## src/design/psc_pkg.sv

```systemverilog
package psc_pkg;

    localparam int RAW_W     = 24;
    localparam int CAL_W     = 16;
    localparam int DT_W      = 25;
    localparam int Q_W       = 19;
    localparam int OFF_W     = 38;
    localparam int SENS_W    = 38;
    localparam int T2_W      = 17;
    localparam int PRES_W    = 32;
    localparam int TEMP_W    = 19;
    localparam int CFG_IDX_W = 3;

    // Calibration register indexes
    localparam logic [CFG_IDX_W-1:0] REG_PRESSURE_SENSITIVITY   = 3'd0;
    localparam logic [CFG_IDX_W-1:0] REG_PRESSURE_OFFSET        = 3'd1;
    localparam logic [CFG_IDX_W-1:0] REG_SENSITIVITY_TEMP_COEFF = 3'd2;
    localparam logic [CFG_IDX_W-1:0] REG_OFFSET_TEMP_COEFF      = 3'd3;
    localparam logic [CFG_IDX_W-1:0] REG_REFERENCE_TEMPERATURE  = 3'd4;
    localparam logic [CFG_IDX_W-1:0] REG_TEMPERATURE_SLOPE      = 3'd5;

    // Reference temperature (20.00 C) and the distance from it to -15.00 C
    localparam int TEMP_REF = 2000;
    localparam int LOW_BIAS = 3500;

    typedef struct packed {
        logic [CAL_W-1:0] pressure_sensitivity;
        logic [CAL_W-1:0] pressure_offset;
        logic [CAL_W-1:0] sensitivity_temp_coeff;
        logic [CAL_W-1:0] offset_temp_coeff;
        logic [CAL_W-1:0] reference_temperature;
        logic [CAL_W-1:0] temperature_slope;
    } t_cal;

    // First-order result: q is TEMP - 2000 before the second-order fix
    typedef struct packed {
        logic [RAW_W-1:0]         d1;
        logic signed [Q_W-1:0]    q;
        logic signed [OFF_W-1:0]  off;
        logic signed [SENS_W-1:0] sens;
        logic [T2_W-1:0]          t2;
    } t_fo_data;

    typedef struct packed {
        logic [RAW_W-1:0]         d1;
        logic signed [TEMP_W-1:0] temp;
        logic signed [OFF_W-1:0]  off;
        logic signed [SENS_W-1:0] sens;
    } t_so_data;

endpackage

```

## src/design/psc_cfg_regs.sv

```systemverilog
module psc_cfg_regs
    import psc_pkg::*;
(
    input  logic                 i_clk,
    input  logic                 i_rst_n,
    input  logic                 i_we,
    input  logic [CFG_IDX_W-1:0] i_index,
    input  logic [CAL_W-1:0]     i_data,
    output t_cal                 o_cal
);

    t_cal r_cal;

    always_ff @(posedge i_clk) begin
        if (!i_rst_n) begin
            r_cal <= '0;
        end else if (i_we) begin
            case (i_index)
                REG_PRESSURE_SENSITIVITY:   r_cal.pressure_sensitivity   <= i_data;
                REG_PRESSURE_OFFSET:        r_cal.pressure_offset        <= i_data;
                REG_SENSITIVITY_TEMP_COEFF: r_cal.sensitivity_temp_coeff <= i_data;
                REG_OFFSET_TEMP_COEFF:      r_cal.offset_temp_coeff      <= i_data;
                REG_REFERENCE_TEMPERATURE:  r_cal.reference_temperature  <= i_data;
                REG_TEMPERATURE_SLOPE:      r_cal.temperature_slope      <= i_data;
                default: ;  // drop writes beyond the register list
            endcase
        end
    end

    assign o_cal = r_cal;

endmodule

```

## config.mk

```make
export PLATFORM = sky130hd
export DESIGN_NAME = psc_cfg_regs
export DESIGN_NICKNAME = d
export VERILOG_FILES = /design/src/design/psc_pkg.sv /design/src/design/psc_cfg_regs.sv
export SDC_FILE = /design/constraint.sdc
export NUM_CORES = 1
export LEC_CHECK = 0
export BUFFER_PORTS_ARGS = -buffer_cell sky130_fd_sc_hd__buf_2
export CORE_MARGIN = 5
export CORE_UTILIZATION = 30
export DETAILED_ROUTE_END_ITERATION = 12
export GPL_TIMING_DRIVEN = 0
export SKIP_CTS_REPAIR_TIMING = 1
export SLEW_MARGIN = 15
export SYNTH_ARGS = -nofsm -noshare
export SYNTH_HDL_FRONTEND = slang
export SYNTH_SLANG_ARGS = --single-unit
```

## constraint.sdc

```tcl
create_clock -name i_clk -period 3 [get_ports i_clk]
set_clock_uncertainty 0.1 [all_clocks]
set_input_delay 0.15 -clock i_clk [delete_from_list [all_inputs] [get_ports i_clk]]
set_output_delay 0.15 -clock i_clk [all_outputs]
set_load 0.005 [all_outputs]
```

# Yosys cells after proc, flatten, opt, wreduce, memory -nomap -nowiden
# Index checks and enable logic that the tools add are counted.
word_totals:
  regBits: 96
  in_bits: 22
  out_inout_bits: 96
  word_cells: 18
classes:
  n_eq_ne: 5
  n_reduce_logical: 7
ops:
  columns: ["operator", "count"]
  rows:
  - ["AND reduction 2 bit", 6]
  - ["== test 3 x 2 -> 1 bit, second input constant", 2]
  - ["== test 3 bit, second input constant", 2]
  - ["== test 3 x 1 -> 1 bit, second input constant", 1]
  - ["zero test 3 bit", 1]

# Depth between registers and ports, before layout
depth:
  depth_word: 2
  ltp_mapped: 4
  depth_no_buf: 2

# Worst setup path before layout
# OpenSTA, ideal clock, no wires.
synth_path:
  path_kind: "input -> register"
  startpoint: "in i_index[1]"
  endpoint: "reg r_cal (netlist bit o_cal[80])"
  arrival_time_ns: 1.077
  required_ns: 2.777
  path_slack_ns: 1.700
  stages: 4
  cell_sequence: "or4b_1 > buf_6 > buf_12 > mux2i_1"
synth_via:
  elab_chain_len: 2
synth_lines:
  columns: ["element", "line", "rtl"]
  rows:
  - ["start: declaration", "psc_cfg_regs.sv:7", "input logic [CFG_IDX_W-1:0] i_index,"]
  - ["zero test 3 bit", "psc_cfg_regs.sv:18", "case (i_index)"]
  - ["AND reduction 2 bit (no source line)", null, null]
  - ["end: declaration", "psc_cfg_regs.sv:12", "t_cal r_cal;"]
# No other way between the ends.
# A chain may end at the register's enable or synchronous reset.

# Final worst setup path
layout_path:
  startpoint: "in i_index[1]"
  endpoint: "reg r_cal (netlist bit o_cal[91])"
# Same word-level chain as after synthesis.

==> results.ini <==
[clock_tree]
cts.clk_slew.worst_paths_ns=0.06
htreeDepth=3
cts_num_sinks=96
cts_root_buffer=clkbuf_16
clk_latency_ns=0.33
clockBufferDepth=2
cts_buffers=9
cts_tree=done

[sta]
fmax_mhz=860
rsz0062_at_grt=no
setup_viol=0
worst_pin_slew_ns=0.585
finalHoldViolCount=0
min_period_ns=1.16
slew_headroom=0.610
slew_viol_final=0
tns_ns=0
final.period_utilization=0.388

[logic_synthesis]
synth.top_cell.area_share=0.550
synth_compound_area_frac=0
synth_xor_xnor_area_share=0
synthAdderAreaFrac=0
synth_cells=334
synth-seq-area-share=0.550
synth.area.mux_share=0.275
avgSynthCellArea_um2=10.5
synth.ff_latch_count=96
yosysTopAreaCell=dfxtp_1
synth.distinct_cells=13
synth.area.top_cells=dfxtp_1, mux2i_1, nand2_1
yosysWarnings=0
synth_top_family_by_area=multiplexers
netlist_area_um2=3490
syn_nets=356
yosys.area_share.simple=0.138

[routing]
first_iter_violations=72
route.detailed.drc=0
route.vias.total=2753
wl_per_cell_um=16.3
routed_via_density=4.54
ant_nets=0
wl_um=9890
first_pass_iters=4

[pwr]
p_clk_frac=0.448
p_leak_nw=2.51
swShare=0.214
power.switching_w=0.000575
power_frac_comb=0.062
powerDensity_nw_per_um2=589
p_seq_frac=0.490
p_int_w=0.00211
peakVddDrop_mv=0.315

[cells_and_area]
fillers=1161
final_layout_size_suffix_gt1_frac=0.306
syn_to_final_growth_pct=30.6
fin_area_um2=4560
nets=483
n_antenna_cell=0
largest_register_ffs=96

[floorplanning]
dieHeight_um=118
ios=118
dieArea_um2=13900
start_util=0.306
die_w_um=118
core-area_um2=11400
rows=39

[grt]
antenna_found_initial=0
grt_pass1_vias=2986
grt_pass1_wl_um=16200
track_usage=0.146
grt_max_degree=15
grt_overflow=0

[run_status]
status=completed

[job]
max_cap_viol_count=0

[setup_path]
worstPathArrival_ns=1.27
criticalPathCategory=in -> reg
required_ns=3.10
critPathLaunchType=primary input
crit_path_max_fanout=10
cp-end-kind=flip-flop

[placement]
portBuffers=116
post-dp-hpwl_um=7510
gp_congestion=0.779
post_dp_cell_area_um2=4250

[min_path]
hp-class=in -> reg

[cells in the final DEF, fill, tap and decap left out]
cell type,count
buf_2,125
nand2_1,112
mux2i_1,96
dfxtp_1,96
clkbuf_1,12
clkbuf_16,9
nand4bb_1,2
nand4b_1,2
bufinv_16,2
buf_1,1
or4b_1,1
buf_6,1
buf_12,1
and4bb_2,1
buf_4,1
clkbuf_8,1
clkinvlp_4,1
[cells by family (layout without fill, tap and decap cells)]
group         Yosys count  after routing
simple gates          118            118
flops                  96             96
buf+inv                24            154
mux                    96             96
[through the flow]
| stage | setup WS [ns] | util | cells | hold slack, ns | power [W] |
|---|---|---|---|---|---|
| after CTS | 1.85 | 0.400 | 607 | 0.119 | 0.00273 |
| after global placement | 1.51 | 0.373 | 593 | 0.338 | 0.00151 |
| after floorplan | 1.70 | - | 334 | 0.293 | 0.00143 |
| final | 1.84 | 0.400 | 607 | 0.143 | 0.00269 |
| after global routing | 1.75 | 0.400 | 607 | 0.159 | 0.00281 |
| after detailed placement | 1.50 | 0.373 | 593 | 0.346 | 0.00152 |
[final timing paths]
check / startpoint / endpoint / slack [ns] / cells after the start
worst max-delay path: i_index[1] / o_cal[91] / 1.84 / 5
worst min-delay path: i_rst_n / o_cal[83] / 0.14 / 3
worst max register to register: o_cal[10] / o_cal[10] / 2.27 / 2
worst min register to register: o_cal[13] / o_cal[13] / 0.35 / 2
[final cells by class]
cell class | instances | area, um^2 | area share
Buffer | 24 | 129 | 0.0282
Clock buffer | 11 | 243 | 0.0532
Clock inverter | 3 | 67.6 | 0.0148
Multi-Input combinational cell | 214 | 1440 | 0.316
Sequential cell | 96 | 1920 | 0.421
Tap cell | 143 | 179 | 0.0392
Timing Repair Buffer | 116 | 581 | 0.127
[Yosys cell counts]
cell type,instances
buf_4,1
buf_12,1
and4bb_2,1
or4b_1,1
dfxtp_1,96
clkbuf_1,11
buf_6,1
nand4b_1,2
nand4bb_1,2
buf_1,1
buf_2,9
nand2_1,112
mux2i_1,96
[critical path, cell delays in order]
cell and delay (ns):
buf_2 0.13, or4b_1 0.54, buf_6 0.17, buf_12 0.15, mux2i_1 0.12
[routing by layer]
metal,vias to the layer above,global-route usage,part of all wire
met2,77,0.244,0.47
met5,-,0,0
met4,0,0.0545,0.017
met3,12,0.0447,0.059
met1,1309,0.177,0.45
li1,1355,-,-
[power groups by stage]
stage	clock (W)	combinational, W	sequential (W)
floorplan	0	0.0000863	0.00135
global placement	0	0.000168	0.00134
detailed placement	0	0.000171	0.00135
CTS	0.00125	0.000171	0.00132
global route	0.00130	0.000185	0.00132
finish	0.00120	0.000166	0.00132
Power figures use the tool's default switching activity.
