**config.mk**
```make
export PLATFORM = sky130hd
export DESIGN_NAME = psc_second_order
export DESIGN_NICKNAME = d
export VERILOG_FILES = /design/src/design/psc_pkg.sv /design/src/design/psc_second_order.sv
export SDC_FILE = /design/constraint.sdc
export NUM_CORES = 2
export LEC_CHECK = 0
export BUFFER_PORTS_ARGS = -buffer_cell sky130_fd_sc_hd__buf_2
export CAP_MARGIN = 20
export CORE_ASPECT_RATIO = 0.8
export CORE_MARGIN = 5
export CORE_UTILIZATION = 60
export CTS_BUF_LIST = sky130_fd_sc_hd__clkbuf_8
export DETAILED_ROUTE_END_ITERATION = 10
export PLACE_DENSITY = 0.75
export SLEW_MARGIN = 20
export SYNTH_ARGS = -nofsm -noshare
export SYNTH_HDL_FRONTEND = slang
export SYNTH_SLANG_ARGS = --single-unit
```
**constraint.sdc**
```tcl
create_clock -name i_clk -period 16.8 [get_ports i_clk]
set_input_delay 1.68 -clock i_clk [delete_from_list [all_inputs] [get_ports i_clk]]
set_output_delay 1.68 -clock i_clk [all_outputs]
set_load 0.01 [all_outputs]
```
**src/design/psc_pkg.sv**
```systemverilog
package psc_pkg;

    localparam int RAW_W     = 24;
    localparam int CAL_W     = 16;
    localparam int DT_W      = 25;
    localparam int Q_W       = 19;
    localparam int OFF_W     = 38;
    localparam int SENS_W    = 38;
    localparam int T2_W      = 17;
    localparam int PRES_W    = 32;
    localparam int TEMP_W    = 19;
    localparam int CFG_IDX_W = 3;

    // Calibration register indexes
    localparam logic [CFG_IDX_W-1:0] REG_PRESSURE_SENSITIVITY   = 3'd0;
    localparam logic [CFG_IDX_W-1:0] REG_PRESSURE_OFFSET        = 3'd1;
    localparam logic [CFG_IDX_W-1:0] REG_SENSITIVITY_TEMP_COEFF = 3'd2;
    localparam logic [CFG_IDX_W-1:0] REG_OFFSET_TEMP_COEFF      = 3'd3;
    localparam logic [CFG_IDX_W-1:0] REG_REFERENCE_TEMPERATURE  = 3'd4;
    localparam logic [CFG_IDX_W-1:0] REG_TEMPERATURE_SLOPE      = 3'd5;

    // Reference temperature (20.00 C) and the distance from it to -15.00 C
    localparam int TEMP_REF = 2000;
    localparam int LOW_BIAS = 3500;

    typedef struct packed {
        logic [CAL_W-1:0] pressure_sensitivity;
        logic [CAL_W-1:0] pressure_offset;
        logic [CAL_W-1:0] sensitivity_temp_coeff;
        logic [CAL_W-1:0] offset_temp_coeff;
        logic [CAL_W-1:0] reference_temperature;
        logic [CAL_W-1:0] temperature_slope;
    } t_cal;

    // First-order result: q is TEMP - 2000 before the second-order fix
    typedef struct packed {
        logic [RAW_W-1:0]         d1;
        logic signed [Q_W-1:0]    q;
        logic signed [OFF_W-1:0]  off;
        logic signed [SENS_W-1:0] sens;
        logic [T2_W-1:0]          t2;
    } t_fo_data;

    typedef struct packed {
        logic [RAW_W-1:0]         d1;
        logic signed [TEMP_W-1:0] temp;
        logic signed [OFF_W-1:0]  off;
        logic signed [SENS_W-1:0] sens;
    } t_so_data;

endpackage

```
**src/design/psc_second_order.sv**
```systemverilog
module psc_second_order
    import psc_pkg::*;
(
    input  logic     i_clk,
    input  logic     i_rst_n,
    input  logic     i_valid,
    output logic     o_stall,
    input  t_fo_data i_data,
    output logic     o_valid,
    input  logic     i_stall,
    output t_so_data o_data
);

    logic r_v4, r_v5, r_v6;
    logic en4, en5, en6;

    // Stage 4: squares and range flags
    t_fo_data           r4_data;
    logic signed [37:0] n_devsq;
    logic signed [19:0] n_low;
    logic signed [39:0] n_lowsq;
    logic [33:0]        r4_devsq, r4_lowsq;
    logic               r4_cold, r4_vcold;
    // Stage 5: correction terms
    t_fo_data           r5_data;
    logic [35:0]        n_dsq3, n_lsq3;
    logic [36:0]        n_dsq7, n_sens2;
    logic [32:0]        r5_off2;
    logic [36:0]        r5_sens2;
    logic [T2_W-1:0]    r5_t2;
    // Stage 6: apply corrections
    logic signed [19:0] n_temp;
    t_so_data           r6_data;

    assign en6     = !r_v6 || !i_stall;
    assign en5     = !r_v5 || en6;
    assign en4     = !r_v4 || en5;
    assign o_stall = !en4;
    assign o_valid = r_v6;
    assign o_data  = r6_data;

    always_ff @(posedge i_clk) begin
        if (!i_rst_n) begin
            r_v4 <= 1'b0;
            r_v5 <= 1'b0;
            r_v6 <= 1'b0;
        end else begin
            if (en4) r_v4 <= i_valid;
            if (en5) r_v5 <= r_v4;
            if (en6) r_v6 <= r_v5;
        end
    end

    // q = TEMP - 2000, low = TEMP + 1500 = q + 3500
    assign n_devsq = i_data.q * i_data.q;
    assign n_low   = {i_data.q[Q_W-1], i_data.q} + 20'(LOW_BIAS);
    assign n_lowsq = n_low * n_low;

    assign n_dsq3  = {2'd0, r4_devsq} + {1'b0, r4_devsq, 1'b0};
    assign n_dsq7  = {r4_devsq, 3'd0} - {3'd0, r4_devsq};
    assign n_lsq3  = {2'd0, r4_lowsq} + {1'b0, r4_lowsq, 1'b0};
    assign n_sens2 = {3'd0, n_dsq7[36:3]} + (r4_vcold ? {1'b0, n_lsq3} : 37'd0);

    assign n_temp = {r5_data.q[Q_W-1], r5_data.q} + 20'(TEMP_REF) - {3'd0, r5_t2};

    always_ff @(posedge i_clk) begin
        if (en4) begin
            r4_data  <= i_data;
            r4_devsq <= n_devsq[33:0];
            r4_lowsq <= n_lowsq[33:0];
            r4_cold  <= i_data.q[Q_W-1];
            r4_vcold <= n_low[19];
        end
        if (en5) begin
            r5_data  <= r4_data;
            r5_off2  <= r4_cold ? n_dsq3[35:3] : 33'd0;
            r5_sens2 <= r4_cold ? n_sens2 : 37'd0;
            r5_t2    <= r4_cold ? r4_data.t2 : '0;
        end
        if (en6) begin
            r6_data.d1   <= r5_data.d1;
            r6_data.temp <= n_temp[TEMP_W-1:0];
            r6_data.off  <= r5_data.off - $signed({5'd0, r5_off2});
            r6_data.sens <= r5_data.sens - $signed({1'b0, r5_sens2});
        end
    end

endmodule

```
# --- Word level (Yosys, flattened, before mapping) ---
# Cells that the tools add are included.
totals:
  register_bits: 534
  out_inout_bits: 121
  word_cells: 43
  input_bits: 140
op_classes:
  add_sub_neg: 9
  mux: 1
  mul: 2
  n_reduce_logical: 8
op_table:
  columns: ["op", "n"]
  rows:
  - ["34-bit by 35-bit adder with 36-bit output", 2]
  - ["38-bit by 34-bit subtractor with 38-bit output", 1]
  - ["38-bit subtractor", 1]
  - ["34-bit by 36-bit adder with 37-bit output", 1]
  - ["37-bit by 34-bit subtractor with 37-bit output", 1]
  - ["36-bit 2-to-1 mux", 1]
  - ["19-bit by 19-bit multiplier with 34-bit output", 1]
  - ["20-bit by 20-bit multiplier with 34-bit output", 1]
  - ["19-bit by 13-bit adder with 20-bit output, second input constant", 1]
  - ["19-bit by 12-bit adder with 19-bit output, second input constant", 1]
  - ["19-bit by 17-bit subtractor with 19-bit output", 1]
  - ["1-bit zero test", 5]
  - ["1-bit logical OR", 3]

# --- Logic depth before layout (Yosys ltp) ---
depth:
  depth_word: 5
  depth_mapped: 36
  mapped_depth_nobuf: 34

# --- Worst setup path before layout ---
# OpenSTA, ideal clock, no wires.
synth_timing:
  kind: "input port to flip-flop"
  from: "input i_data[95] (netlist bit)"
  to: "register r4_lowsq[32] (data pin)"
  slack_ns: 7.083
  n_path_buf: 2
  stages: 36
  arrival_time_ns: 9.451
  required_time_ns: 16.534
  setup_time_ns: 0.266
  cell_sequence: "inv_2 > clkbuf_1 > ha_1 > nor2b_1 > o21ai_0 > nand2_1 > o21ai_1 > nand3_1 > and2_1 > xnor2_1 > inv_1 > clkbuf_1 > nand2_1 > inv_1 > fa_1 > fa_1 > inv_1 > fa_1 > inv_1 > fa_1 > inv_1 > fa_1 > inv_1 > fa_1 > fa_1 > ha_1 > a21o_1 > a21oi_1 > o211ai_1 > a21oi_2 > o21ai_1 > a21oi_1 > o21bai_1 > a41o_1 > o41ai_1 > xnor2_1"
synth_between:
  elab_chain_cells: 2
synth_rtl:
  columns: ["item", "line_no", "source"]
  rows:
  - ["start, declared", "psc_second_order.sv:8", "input t_fo_data i_data,"]
  - ["19-bit by 13-bit adder with 20-bit output", "psc_second_order.sv:56", "assign n_low = {i_data.q[Q_W-1], i_data.q} + 20'(LOW_BIAS);"]
  - ["20-bit by 20-bit multiplier with 34-bit output", "psc_second_order.sv:57", "assign n_lowsq = n_low * n_low;"]
  - ["net n_lowsq[32]", "psc_second_order.sv:21", "logic signed [39:0] n_lowsq;"]
  - ["end signal, assigned", "psc_second_order.sv:70", "r4_lowsq <= n_lowsq[33:0];"]
  - ["end, declared", "psc_second_order.sv:22", "logic [33:0] r4_devsq, r4_lowsq;"]
# The timed path passes the listed nets, and every way through them passes these cells.
# A chain may end at the register's enable or synchronous reset.

# --- Worst setup path after layout ---
layout_timing:
  from: "input i_data[95] (netlist bit)"
  to: "register r4_lowsq[33] (data pin)"
# The elaborated chain is that of the path after synthesis.

==> results.toml <==
[detailed_routing]
route.vias.total = 32600
detail_route.first_pass.iterations = 7
highest_layer = "met4"
drt_iter0_markers = 2228
detail_route.wirelength_um = 109000
wl_met2_um = 48300
drtAntennaViolNets = 0
drc = 0
vias_per_cell = 5.37
met3RoutedLength_um = 10100
wl_per_cell_um = 17.9
detail_route.wirelength.met1_um = 47600

[synth]
ys_warn_count = 0
syn_nets = 5826
yosys.area.top_type_share_pct = 31.7
synth-edff-count = 525
synthCells = 4603
unique_cell_type_count_in_the_yosys_netlist = 92
syn_area_per_cell_um2 = 10.8
synth_top_area_cell = "sky130_fd_sc_hd__edfxtp_1"
synth_flop_cell = "sky130_fd_sc_hd__edfxtp_1"
sequential_area_share_after_synthesis_pct = 31.8
yosys_register_bits = 528
post_synth_instance_area_um2 = 49800
synth_async_sr_flop_share_pct = 0
yosys-top-cells-area = "sky130_fd_sc_hd__edfxtp_1 (32%), sky130_fd_sc_hd__fa_1 (26%), sky130_fd_sc_hd__ha_1 (11%)"

[sta]
worst_clock_skew_ns = 0.0566
final.setup.tns_ns = 0
rsz0062_at_grt = "no"
max_fclk_ghz = 0.0918
finalCriticalPeriod_ns = 10.90
worst-slew-pin-transition_ns = 1.01
hold_viol = 0
timing.final.crit_share_pct = 64.9
final-setup-viol-count = 0
hold-worst-slack_ns = 0.386
timing.slew.headroom_pct = 32.3
timing_max_transition_violations_final = 0

[clocking]
cts_repair_resize_count = 0
clock_sinks = 528
path_clk_slew_ns = 0.06
cts.root.buffer_cell = "sky130_fd_sc_hd__clkbuf_8"
clk_path_buf_depth = 3
cts_buffers = 87
cts.htree.levels = 3
clkLatencyLatePin_ns = 0.70
cts_setup_buffers = 0
hold_fix_buffers_cts = 0
cts_tree = "yes"

[floorplan]
die_area_um2 = 88900
placementRows = 94
dieWidth_um = 332
floorplan.core_area_um2 = 82300
design.portCount = 261
die-height_um = 268
floorplan.initialDensity_pct = 60.5

[placed_design]
hpwlAfterDp_um = 87200
placed_cells_incl_taps = 5907
port-buffer-count = 260
replace_congestion = 0.951
placed_cell_area_um2 = 52300

[critical_path]
end_kind = "register"
worst_reg2reg_path_startpoint = "r4_devsq[2]"
critPathMaxFanout = 29
critical_path_class = "in -> reg"
arrival_ns = 11.30
crit_path_frequent_cell = "sky130_fd_sc_hd__fa_1"
timing.critical_path.from_type = "input port"
cp_data_required_time_ns = 17.21
rr_worst_depth = 24
cpMaxStageDelayCell = "sky130_fd_sc_hd__xnor2_1"
worst_flop_to_flop_path_endpoint = "r5_sens2[35]"
reg2reg_slack_ns = 10.83
cp_slowest_stage_delay_ns = 0.71

[final_layout]
n_fill_cell = 6388
multi_input_comb_area_um2 = 30000
post_route_cells_drive_above_1_share_pct = 8.95
sequential_cell_area_um2 = 15800
final-instance-count-excl-fill = 6065
fin_area_um2 = 54000
finalNetCount = 6115
synth_to_final_area_change_pct = 8.49

[global_routing]
first_pass_grt_wire_length_um = 177000
grt_use_total_pct = 24.9
gr-total-overflow = 0
first_global_vias = 33500
grt_start_max_net_pins = 92
antenna_found_initial = 2

[status]
outcome = "finished, final reports clean"

[worst_hold_path]
whs_path_depth = 0
timing.hold.worst.class = "reg -> reg"
whs_endpoint = "r5_data[73]"
holdCritStartpoint = "r4_data[73]"

[job]
timing.max_cap.violations = 0
## stage by stage
step                      worst slack, ns  util [%]
after floorplan                      7.08         -
after global placement               5.71      63.6
after detailed placement             5.40      63.6
after CTS                            6.10      65.6
after global routing                 5.33      65.6
final                                5.90      65.6
## state kept, by name, indices dropped and copies added (netlist names), 17 cells and up
signal	flops
r5_t2	17
r4_data	136
r5_off2	33
r4_lowsq	31
r5_sens2	37
r5_data	119
o_data	119
r4_devsq	32
## metal layers
layer	up-vias	GRT usage (%)
li1	15500	-
met1	15800	35.8
met2	1124	38.6
met3	165	6.31
met4	0	6.27
met5	-	0
## how the worst max path moves through the flow
stage,to,startpoint,cells after the start
after floorplan,r4_lowsq[32],i_data[95],36
after global placement,r4_lowsq[33],i_data[95],31
after detailed placement,r4_lowsq[33],i_data[95],32
after CTS,r4_lowsq[33],i_data[95],32
after global routing,r4_lowsq[33],i_data[95],32
final,r4_lowsq[33],i_data[95],32
## cell type report
type                       count  area share [%]
sequential                   528            29.3
clock inverter                69           0.875
tap                         1104            2.56
antenna                        2         0.00926
inverter                     978            6.81
clock buffer                  87            2.22
timing repair buffer         277            2.64
multi-input combinational   3020            55.6
## logic make-up (layout without fill, tap and decap cells)
logic type                 Yosys count  count (layout)  share of synthesized area, %
buffers and inverters             1055            1411                          7.95
and+or+nand+nor                    983             983                          9.37
other                                2               4                        0.0151
DFF                                528             528                          31.8
adders and majority gates         1083            1083                          36.9
AOI/OAI and AO/OA                  652             652                          8.66
muxes                                4               4                        0.0829
xor gates and xnor gates           296             296                          5.22
## critical path: cells and delay by family
| kind | cells | cell delay, ns |
|---|---|---|
| buffers and inverters | 7 | 1.65 |
| AO/OA/AOI/OAI | 11 | 2.36 |
| adder cells (fa/ha/maj) | 9 | 4.16 |
| XOR/XNOR | 2 | 0.84 |
| AND/OR/NAND/NOR | 3 | 0.56 |
## cells in the final DEF (no fill, tap or decap), types with 14 or more instances in the layout
cell                       netlist  final
sky130_fd_sc_hd__clkinv_2        0     15
sky130_fd_sc_hd__nand3_1        35     35
sky130_fd_sc_hd__ha_1          439    439
sky130_fd_sc_hd__or3_1          14     14
sky130_fd_sc_hd__a21oi_1       200    200
sky130_fd_sc_hd__xnor2_1       198    197
sky130_fd_sc_hd__and3_1         29     29
sky130_fd_sc_hd__edfxtp_1      525    525
sky130_fd_sc_hd__clkbuf_8        0     87
sky130_fd_sc_hd__fa_1          644    644
sky130_fd_sc_hd__a31oi_1        21     21
sky130_fd_sc_hd__o21a_1         47     47
sky130_fd_sc_hd__o21bai_1       38     38
sky130_fd_sc_hd__nand4_1        15     15
sky130_fd_sc_hd__nand2b_1       52     52
sky130_fd_sc_hd__nor3_1         46     46
sky130_fd_sc_hd__a21o_1        103    103
sky130_fd_sc_hd__buf_4           0     17
sky130_fd_sc_hd__a211oi_1       19     19
sky130_fd_sc_hd__clkinv_1        6     29
sky130_fd_sc_hd__nand2_1       279    277
sky130_fd_sc_hd__o21ai_0        91     91
sky130_fd_sc_hd__buf_2           0    260
sky130_fd_sc_hd__nor2_1        294    294
sky130_fd_sc_hd__o21ai_1        23     23
sky130_fd_sc_hd__xor2_1         97     97
sky130_fd_sc_hd__inv_1         969    985
sky130_fd_sc_hd__nor2b_1        42     42
sky130_fd_sc_hd__and2_1        136    136
## synth_stat cells (all sizes together) (38+ instances only)
cell type / n
inv: 972
nor2: 295
xnor2: 199
edfxtp: 525
and2: 136
nand2b: 52
fa: 644
o21bai: 38
xor2: 97
nor2b: 42
o21ai: 117
clkbuf: 74
a21oi: 205
ha: 439
o21a: 47
nand2: 279
nor3: 47
a21o: 103
Power is left out: the tool's default activity adds up to more than one toggle a clock period on the data nets, which glitch-free logic cannot reach.
