<file path="src/design/psc_pkg.sv">
package psc_pkg;

    localparam int RAW_W     = 24;
    localparam int CAL_W     = 16;
    localparam int DT_W      = 25;
    localparam int Q_W       = 19;
    localparam int OFF_W     = 38;
    localparam int SENS_W    = 38;
    localparam int T2_W      = 17;
    localparam int PRES_W    = 32;
    localparam int TEMP_W    = 19;
    localparam int CFG_IDX_W = 3;

    // Calibration register indexes
    localparam logic [CFG_IDX_W-1:0] REG_PRESSURE_SENSITIVITY   = 3'd0;
    localparam logic [CFG_IDX_W-1:0] REG_PRESSURE_OFFSET        = 3'd1;
    localparam logic [CFG_IDX_W-1:0] REG_SENSITIVITY_TEMP_COEFF = 3'd2;
    localparam logic [CFG_IDX_W-1:0] REG_OFFSET_TEMP_COEFF      = 3'd3;
    localparam logic [CFG_IDX_W-1:0] REG_REFERENCE_TEMPERATURE  = 3'd4;
    localparam logic [CFG_IDX_W-1:0] REG_TEMPERATURE_SLOPE      = 3'd5;

    // Reference temperature (20.00 C) and the distance from it to -15.00 C
    localparam int TEMP_REF = 2000;
    localparam int LOW_BIAS = 3500;

    typedef struct packed {
        logic [CAL_W-1:0] pressure_sensitivity;
        logic [CAL_W-1:0] pressure_offset;
        logic [CAL_W-1:0] sensitivity_temp_coeff;
        logic [CAL_W-1:0] offset_temp_coeff;
        logic [CAL_W-1:0] reference_temperature;
        logic [CAL_W-1:0] temperature_slope;
    } t_cal;

    // First-order result: q is TEMP - 2000 before the second-order fix
    typedef struct packed {
        logic [RAW_W-1:0]         d1;
        logic signed [Q_W-1:0]    q;
        logic signed [OFF_W-1:0]  off;
        logic signed [SENS_W-1:0] sens;
        logic [T2_W-1:0]          t2;
    } t_fo_data;

    typedef struct packed {
        logic [RAW_W-1:0]         d1;
        logic signed [TEMP_W-1:0] temp;
        logic signed [OFF_W-1:0]  off;
        logic signed [SENS_W-1:0] sens;
    } t_so_data;

endpackage

</file>
<file path="src/design/psc_pressure.sv">
module psc_pressure
    import psc_pkg::*;
(
    input  logic                     i_clk,
    input  logic                     i_rst_n,
    input  logic                     i_valid,
    output logic                     o_stall,
    input  t_so_data                 i_data,
    output logic                     o_valid,
    input  logic                     i_stall,
    output logic signed [PRES_W-1:0] o_pressure,
    output logic signed [TEMP_W-1:0] o_temperature
);

    logic r_v7, r_v8, r_v9, r_v10, r_v11;
    logic en7, en8, en9, en10, en11;

    // Carried along
    logic signed [OFF_W-1:0]  r7_off, r8_off, r9_off;
    logic signed [TEMP_W-1:0] r7_temp, r8_temp, r9_temp, r10_temp, r11_temp;
    // Stage 7: partial products of D1 * SENS
    logic [41:0]        n_pl, r7_pl;
    logic signed [44:0] n_ph, r7_ph;
    // Stage 8: full product
    logic signed [61:0] n_prod, r8_prod;
    // Stage 9: divide by 2^21
    logic [61:0]        n_prod_b;
    logic signed [40:0] r9_a;
    // Stage 10: subtract offset
    logic signed [41:0] r10_b;
    // Stage 11: divide by 2^15
    logic [41:0]        n_b_b;
    logic signed [26:0] n_p;
    logic signed [PRES_W-1:0] r11_pres;

    assign en11    = !r_v11 || !i_stall;
    assign en10    = !r_v10 || en11;
    assign en9     = !r_v9 || en10;
    assign en8     = !r_v8 || en9;
    assign en7     = !r_v7 || en8;
    assign o_stall = !en7;
    assign o_valid = r_v11;

    always_ff @(posedge i_clk) begin
        if (!i_rst_n) begin
            r_v7  <= 1'b0;
            r_v8  <= 1'b0;
            r_v9  <= 1'b0;
            r_v10 <= 1'b0;
            r_v11 <= 1'b0;
        end else begin
            if (en7)  r_v7  <= i_valid;
            if (en8)  r_v8  <= r_v7;
            if (en9)  r_v9  <= r_v8;
            if (en10) r_v10 <= r_v9;
            if (en11) r_v11 <= r_v10;
        end
    end

    // Split SENS into a signed upper part and an unsigned 18-bit lower part
    assign n_pl = i_data.d1 * i_data.sens[17:0];
    assign n_ph = $signed({1'b0, i_data.d1}) * $signed(i_data.sens[SENS_W-1:18]);

    assign n_prod = $signed({r7_ph[43:0], 18'd0}) + $signed({20'd0, r7_pl});

    // Round toward zero on both scalings
    assign n_prod_b = r8_prod + {41'd0, {21{r8_prod[61]}}};
    assign n_b_b    = r10_b + {27'd0, {15{r10_b[41]}}};
    assign n_p      = n_b_b[41:15];

    always_ff @(posedge i_clk) begin
        if (en7) begin
            r7_pl   <= n_pl;
            r7_ph   <= n_ph;
            r7_off  <= i_data.off;
            r7_temp <= i_data.temp;
        end
        if (en8) begin
            r8_prod <= n_prod;
            r8_off  <= r7_off;
            r8_temp <= r7_temp;
        end
        if (en9) begin
            r9_a    <= n_prod_b[61:21];
            r9_off  <= r8_off;
            r9_temp <= r8_temp;
        end
        if (en10) begin
            r10_b    <= {r9_a[40], r9_a} - {{4{r9_off[OFF_W-1]}}, r9_off};
            r10_temp <= r9_temp;
        end
        if (en11) begin
            r11_pres <= {{(PRES_W-27){n_p[26]}}, n_p};
            r11_temp <= r10_temp;
        end
    end

    assign o_pressure    = r11_pres;
    assign o_temperature = r11_temp;

endmodule

</file>
<file path="config.mk">
export PLATFORM = sky130hd
export DESIGN_NAME = psc_pressure
export DESIGN_NICKNAME = d
export VERILOG_FILES = /design/src/design/psc_pkg.sv /design/src/design/psc_pressure.sv
export SDC_FILE = /design/constraint.sdc
export NUM_CORES = 2
export LEC_CHECK = 0
export BUFFER_PORTS_ARGS = -buffer_cell sky130_fd_sc_hd__buf_2
export CAP_MARGIN = 10
export CORE_MARGIN = 2
export CORE_UTILIZATION = 60
export CTS_CLUSTER_DIAMETER = 50
export DETAILED_ROUTE_END_ITERATION = 12
export PLACE_DENSITY = 0.75
export SETUP_SLACK_MARGIN = 0.1
export SYNTH_ARGS = -nofsm -noshare
export SYNTH_HDL_FRONTEND = slang
export SYNTH_SLANG_ARGS = --single-unit
export TNS_END_PERCENT = 100
</file>
<file path="constraint.sdc">
create_clock -name i_clk -period 8.75 [get_ports i_clk]
set_clock_uncertainty 0.05 [all_clocks]
set_input_delay 1.75 -clock i_clk [delete_from_list [all_inputs] [get_ports i_clk]]
set_output_delay 1.75 -clock i_clk [all_outputs]
set_load 0.05 [all_outputs]
</file>
* Word-level counts from Yosys, hierarchy flattened *
Index checks and enable logic that the tools add are counted.

cells by class
  multipliers = 2
  reductions and logical operators = 12
  $add $sub $neg = 4

operators with widths
  operator            number
  $add A62 B21 Y62    1
  $add A62 B43 Y62    1
  $mul A25 B20 Y44    1
  $add A42 B15 Y42    1
  $mul A24 B18 Y42    1
  $sub A41 B38 Y42    1
  $logic_not A1 Y1    7
  $logic_or A1 B1 Y1  5

storage, ports and cells
  register bits after elaboration = 472
  output and inout bits = 53
  input port bits = 123
  word-level logic and storage cells = 37

* Logic depth before layout (Yosys ltp) *
  word-level depth = 7
  mapped depth = 28
  depth with buffers taken out = 25

* Worst setup path after synthesis *
Ideal clock, no wire load.

  path type = input -> output
  start point = in i_stall
  end point = out o_stall
  stages on the path = 4
  path buffers = 0
  slack = -0.275 ns
  arrival = 7.225 ns
  cells stage by stage = and3_1 -> and2_1 -> nand3_1 -> inv_1

on the way
  word-level cells in the longest chain between the ends = 7

RTL lines
  item                line                RTL
  from (decl)         psc_pressure.sv:10  input logic i_stall,
  $logic_not A1 Y1    psc_pressure.sv:36  assign en11 = !r_v11 || !i_stall;
  $logic_or A1 B1 Y1  psc_pressure.sv:36
  $logic_or A1 B1 Y1  psc_pressure.sv:37  assign en10 = !r_v10 || en11;
  $logic_or A1 B1 Y1  psc_pressure.sv:38  assign en9 = !r_v9 || en10;
  $logic_or A1 B1 Y1  psc_pressure.sv:39  assign en8 = !r_v8 || en9;
  $logic_or A1 B1 Y1  psc_pressure.sv:40  assign en7 = !r_v7 || en8;
  $logic_not A1 Y1    psc_pressure.sv:41  assign o_stall = !en7;
  to (decl)           psc_pressure.sv:7   output logic o_stall,

Every way passes these cells.

* Final worst setup path *
  start point = in i_data[105] (netlist bit)
  end point = reg r7_pl[40] (data pin)

on the way
  word-level cells in the longest chain between the ends = 1

RTL lines
  item                  line                RTL
  from (decl)           psc_pressure.sv:8   input t_so_data i_data,
  $mul A24 B18 Y42      psc_pressure.sv:61  assign n_pl = i_data.d1 * i_data.sens[17:0];
  via n_pl[40]          psc_pressure.sv:22  logic [41:0] n_pl, r7_pl;
  to (signal assigned)  psc_pressure.sv:73  r7_pl <= n_pl;
  to (decl)             psc_pressure.sv:22

The timed path passes the listed nets, and every way through them passes these cells.
A chain may end at the register's enable or synchronous reset.

==> results.md <==
- Worst flop-to-flop path endpoint: r10_b[30]
- # Max-Cap Violations: 0
- Share of the clock period used by the worst path: 0.933
- Core footprint: 0.0824 sq mm
- R2r setup slk: 4830 ps
- Wire per inst: 19.3 um
- Buffer depth of the longest clock path: 3
- Largest net degree at the start of global routing: 74
- Standard cell with the maximum stage delay on the critical path: sky130_fd_sc_hd__fa_1
- CP max FO: 20
- Length in cells of the worst reg-to-reg path: 11
- Number of routed nets with antenna violations: 0
- Resize count post-CTS: 0
- Area growth from synthesis to layout: 7.72%
- Cell Chain, Critical Path: buf_2, buf_4, nand2_1, fa_1, inv_1, fa_1, inv_1, fa_1, fa_1, inv_1, fa_1, fa_1, ha_1, inv_1, nor3_1, a41oi_1, o31ai_1, buf_4, a21oi_1, o31ai_1, a21oi_1, xnor2_1
- Vias per inst: 5.65
- Starting density of the core: 0.608
- Async S/R FF share, synth: 0
- Max Slew Vio Count: 0
- Gate Count Post-Synth: 4,810
- Count of vias placed by the detailed router: 34,000
- Clock latency on the worst-skew pair: 620 ps
- Complex-gate fraction of the synthesized area: 0.0624
- Hold path endpoint: r8_temp[10]
- Mux contribution to synthesized area: 0.000425
- Critical Path Source Type: primary input
- Share of synthesized cell area in full adder, half adder and majority cells: 0.396
- Startpoint-to-endpoint class of the critical path: in2reg
- IO Count: 176
- Distinct cell type count after synthesis: 79
- Flip-flop and latch count after synthesis: 472
- Max Fclk: 0.122 GHz
- Post-place instance area: 0.0521 sq mm
- Final weighted congestion of routability-driven global placement: 0.889
- Delay of the slowest critical-path stage: 560 ps
- Fraction of final layout cells with drive strength greater than 1: 0.0758
- Final setup violation count: 0
- Slew HR: 0.293
- Placed Cells: 5,917
- Detailed placement HPWL: 91,400 um
- Remaining global-route overflow: 0
- Combined buffer and inverter count along the critical path: 7
- First-pass GRT wire length: 186,000 um
- Final routed wirelength across all metal layers: 116,000 um
- Startpoint of the worst register-to-register path: r9_off[0]
- Number of cells traversed by the worst hold path: 0
- Total number of clock tree sinks: 472
- Y dimension of the die: 293 um
- Floorplan die width: 293 um
- H-tree Lvls: 2
- Worst Max-Slew Pin Slew: 1050 ps
- Seq/Total Area, Yosys: 0.282
- CTS tree: yes
- Number of optimization iterations in the first detailed-route pass: 8
- Total die area: 0.0858 sq mm
- Count of unresolved DRC violations after routing: 0
- Average cell area after synthesis: 10.4 sq um
- Yosys warning total: 0
- Top_reg_cell synth: sky130_fd_sc_hd__edfxtp_1
- Area share of and/or/nand/nor cells after synthesis: 0.134
- Worst min-delay path class: reg2reg
- GRT Overall Usage: 0.277
- Crit path depth: 22
- Clock Pin Slew Worst Setup and Hold Paths: 60 ps
- CTS Root Cell: sky130_fd_sc_hd__clkbuf_16
- Initial DRC Count: 2,279
- Startpoint of the tightest hold check path: r7_temp[10]
- Total negative slack: 0 ps
- Count of final hold-check violations: 0
- Initial antenna violation count: 8
- Unrepaired setup endpoints after global routing: no
- Dominant combinational cell family by area after synthesis: adder cells
- Post-route design area: 0.0539 sq mm
- Final std cells w/o fill: 6,021
- Crit path max-delay family: adder cells
- Area share of xor/xnor cells in the synthesized design: 0.0394
- Cell repeated most along the worst path: sky130_fd_sc_hd__fa_1
- WP data required: 9060 ps
- Synth Cell Area: 0.0501 sq mm
- # port buffers: 175
- Post CTS Setup Buffer Count: 0
- Syn Nets: 6,070
- Filler Cell Count: 6,394
- Placement Rows: 105
- Type of destination of the critical path: flip-flop
- Time the worst path needs with I/O delays and setup: 8170 ps
- Number of enable-type register cells in the synthesized netlist: 467
- Vias in the first global route: 35,600
- Result of the run: complete, no violations
- Number of buffers created by CTS: 53
- Arrival time reported for the critical path endpoint: 8470 ps
- Post-CTS Hold Fix Bufs: 0
- NumNets Final: 6,162
==> cell families after synthesis <==
family / count (synthesis)
buffers and inverters: 1139
adders and majority gates: 1137
muxes: 2
xor gates and xnor gates: 225
AOI/OAI and AO/OA: 468
and+or+nand+nor: 1367
DFF: 472
==> layer usage <==
metal  wire (um)  global-route usage  share of wire  vias to the layer above
met4        5500               0.119          0.047                        2
met2       57600               0.476           0.50                     1219
met1       45700               0.358           0.39                    17200
met3        7270              0.0309          0.063                      301
met5          13                   0        0.00011                        -
li1            -                   -              -                    15300
==> synthesized netlist by cell type, drive strengths merged (4+ instances only) <==
| cell | instances | share of area |
|---|---|---|
| a21oi | 152 | 0.016 |
| and4 | 8 | 0.0014 |
| fa | 747 | 0.30 |
| o21bai | 20 | 0.0030 |
| a21boi | 8 | 0.0012 |
| nor3 | 32 | 0.0036 |
| a221oi | 4 | 0.00095 |
| clkbuf | 197 | 0.015 |
| o211ai | 6 | 0.00090 |
| or3 | 8 | 0.0010 |
| a21o | 98 | 0.015 |
| a41oi | 7 | 0.0014 |
| a31oi | 16 | 0.0023 |
| nand3 | 46 | 0.0046 |
| a31o | 8 | 0.0014 |
| nor4 | 5 | 0.00075 |
| edfxtp | 467 | 0.28 |
| o41ai | 4 | 0.0014 |
| o31ai | 5 | 0.00075 |
| o2111ai | 5 | 0.00087 |
| o21ai | 72 | 0.0073 |
| buf | 14 | 0.0017 |
| dfxtp | 5 | 0.0020 |
| nor2 | 101 | 0.0076 |
| nand4 | 32 | 0.0040 |
| nor2b | 15 | 0.0019 |
| nand2 | 636 | 0.048 |
| o21a | 19 | 0.0028 |
| and2 | 402 | 0.050 |
| xor2 | 82 | 0.014 |
| and3 | 32 | 0.0040 |
| nand2b | 31 | 0.0039 |
| a211oi | 13 | 0.0019 |
| inv | 928 | 0.070 |
| a221o | 4 | 0.00080 |
| ha | 390 | 0.097 |
| xnor2 | 143 | 0.025 |
| nor3b | 8 | 0.0012 |
==> cells in the final DEF (no fill, tap or decap), types with 6 or more instances in the layout <==
cell type	count
sky130_fd_sc_hd__clkbuf_1	7
sky130_fd_sc_hd__buf_2	175
sky130_fd_sc_hd__buf_4	71
sky130_fd_sc_hd__a21boi_0	7
sky130_fd_sc_hd__a41oi_1	6
sky130_fd_sc_hd__nand4_1	32
sky130_fd_sc_hd__o211ai_1	6
sky130_fd_sc_hd__a21oi_1	149
sky130_fd_sc_hd__a31o_2	8
sky130_fd_sc_hd__edfxtp_1	467
sky130_fd_sc_hd__a21o_1	98
sky130_fd_sc_hd__o21a_1	19
sky130_fd_sc_hd__nand2b_1	31
sky130_fd_sc_hd__clkinv_2	9
sky130_fd_sc_hd__fa_1	747
sky130_fd_sc_hd__nand3_1	45
sky130_fd_sc_hd__nor3b_1	8
sky130_fd_sc_hd__ha_1	390
sky130_fd_sc_hd__o21bai_1	20
sky130_fd_sc_hd__nor3_1	29
sky130_fd_sc_hd__a31oi_1	15
sky130_fd_sc_hd__and4_1	8
sky130_fd_sc_hd__o21ai_0	67
sky130_fd_sc_hd__nor2_1	101
sky130_fd_sc_hd__xnor2_1	143
sky130_fd_sc_hd__and3_1	32
sky130_fd_sc_hd__nand2_1	633
sky130_fd_sc_hd__a211oi_1	13
sky130_fd_sc_hd__nor2b_1	15
sky130_fd_sc_hd__clkbuf_16	53
sky130_fd_sc_hd__clkinv_8	6
sky130_fd_sc_hd__or3_1	8
sky130_fd_sc_hd__xor2_1	82
sky130_fd_sc_hd__and2_1	402
sky130_fd_sc_hd__inv_1	926
sky130_fd_sc_hd__bufinv_16	6
==> state kept, by name (all words and copies together) (netlist names), 27 cells and up <==
signal,cells
o_pressure,27
r7_pl,42
r7_ph,44
r8_prod,62
r7_off,38
r8_off,38
r9_off,38
r9_a,41
r10_b,42
==> final cells by class <==
cell class	instances	area [sq um]	area share
sequential	472	14100	0.262
multi-input combinational	3199	31700	0.587
inverter	928	3490	0.0646
timing repair buffer	248	1450	0.0269
clock inverter	40	514	0.00953
tap	1070	1340	0.0248
antenna	4	10.0	0.000186
clock buffer	60	1350	0.0251
==> stage by stage <==
step / hold WS [ps] / utilization / worst slack (ps)
floorplan: 350 / - / 512
global placement: 350 / 0.632 / 272
detailed placement: 355 / 0.632 / 198
CTS: 351 / 0.655 / 714
global route: 358 / 0.655 / 441
finish: 362 / 0.655 / 585
==> worst max-delay path by stage <==
stage,start,endpoint,slack [ps]
after floorplan,i_data[102],r7_ph[42],510
after global placement,i_data[102],r7_ph[42],270
after detailed placement,i_data[105],r7_pl[38],200
after CTS,i_data[105],r7_pl[40],710
after global routing,i_data[23],r7_ph[40],440
final,i_data[105],r7_pl[40],580
==> worst register-to-register path, stage by stage (launching register included) <==
cell                       delay (ps)
sky130_fd_sc_hd__edfxtp_1         440
sky130_fd_sc_hd__ha_1             270
sky130_fd_sc_hd__fa_1             430
sky130_fd_sc_hd__nand2b_1         190
sky130_fd_sc_hd__a211oi_1         500
sky130_fd_sc_hd__o41ai_1          200
sky130_fd_sc_hd__a21boi_0         540
sky130_fd_sc_hd__o211ai_1         190
sky130_fd_sc_hd__a21oi_1          280
sky130_fd_sc_hd__o21ai_1          200
sky130_fd_sc_hd__o31ai_1          280
sky130_fd_sc_hd__xor2_1           100
Power is left out: the tool's default activity adds up to more than one toggle a clock period on the data nets, which glitch-free logic cannot reach.
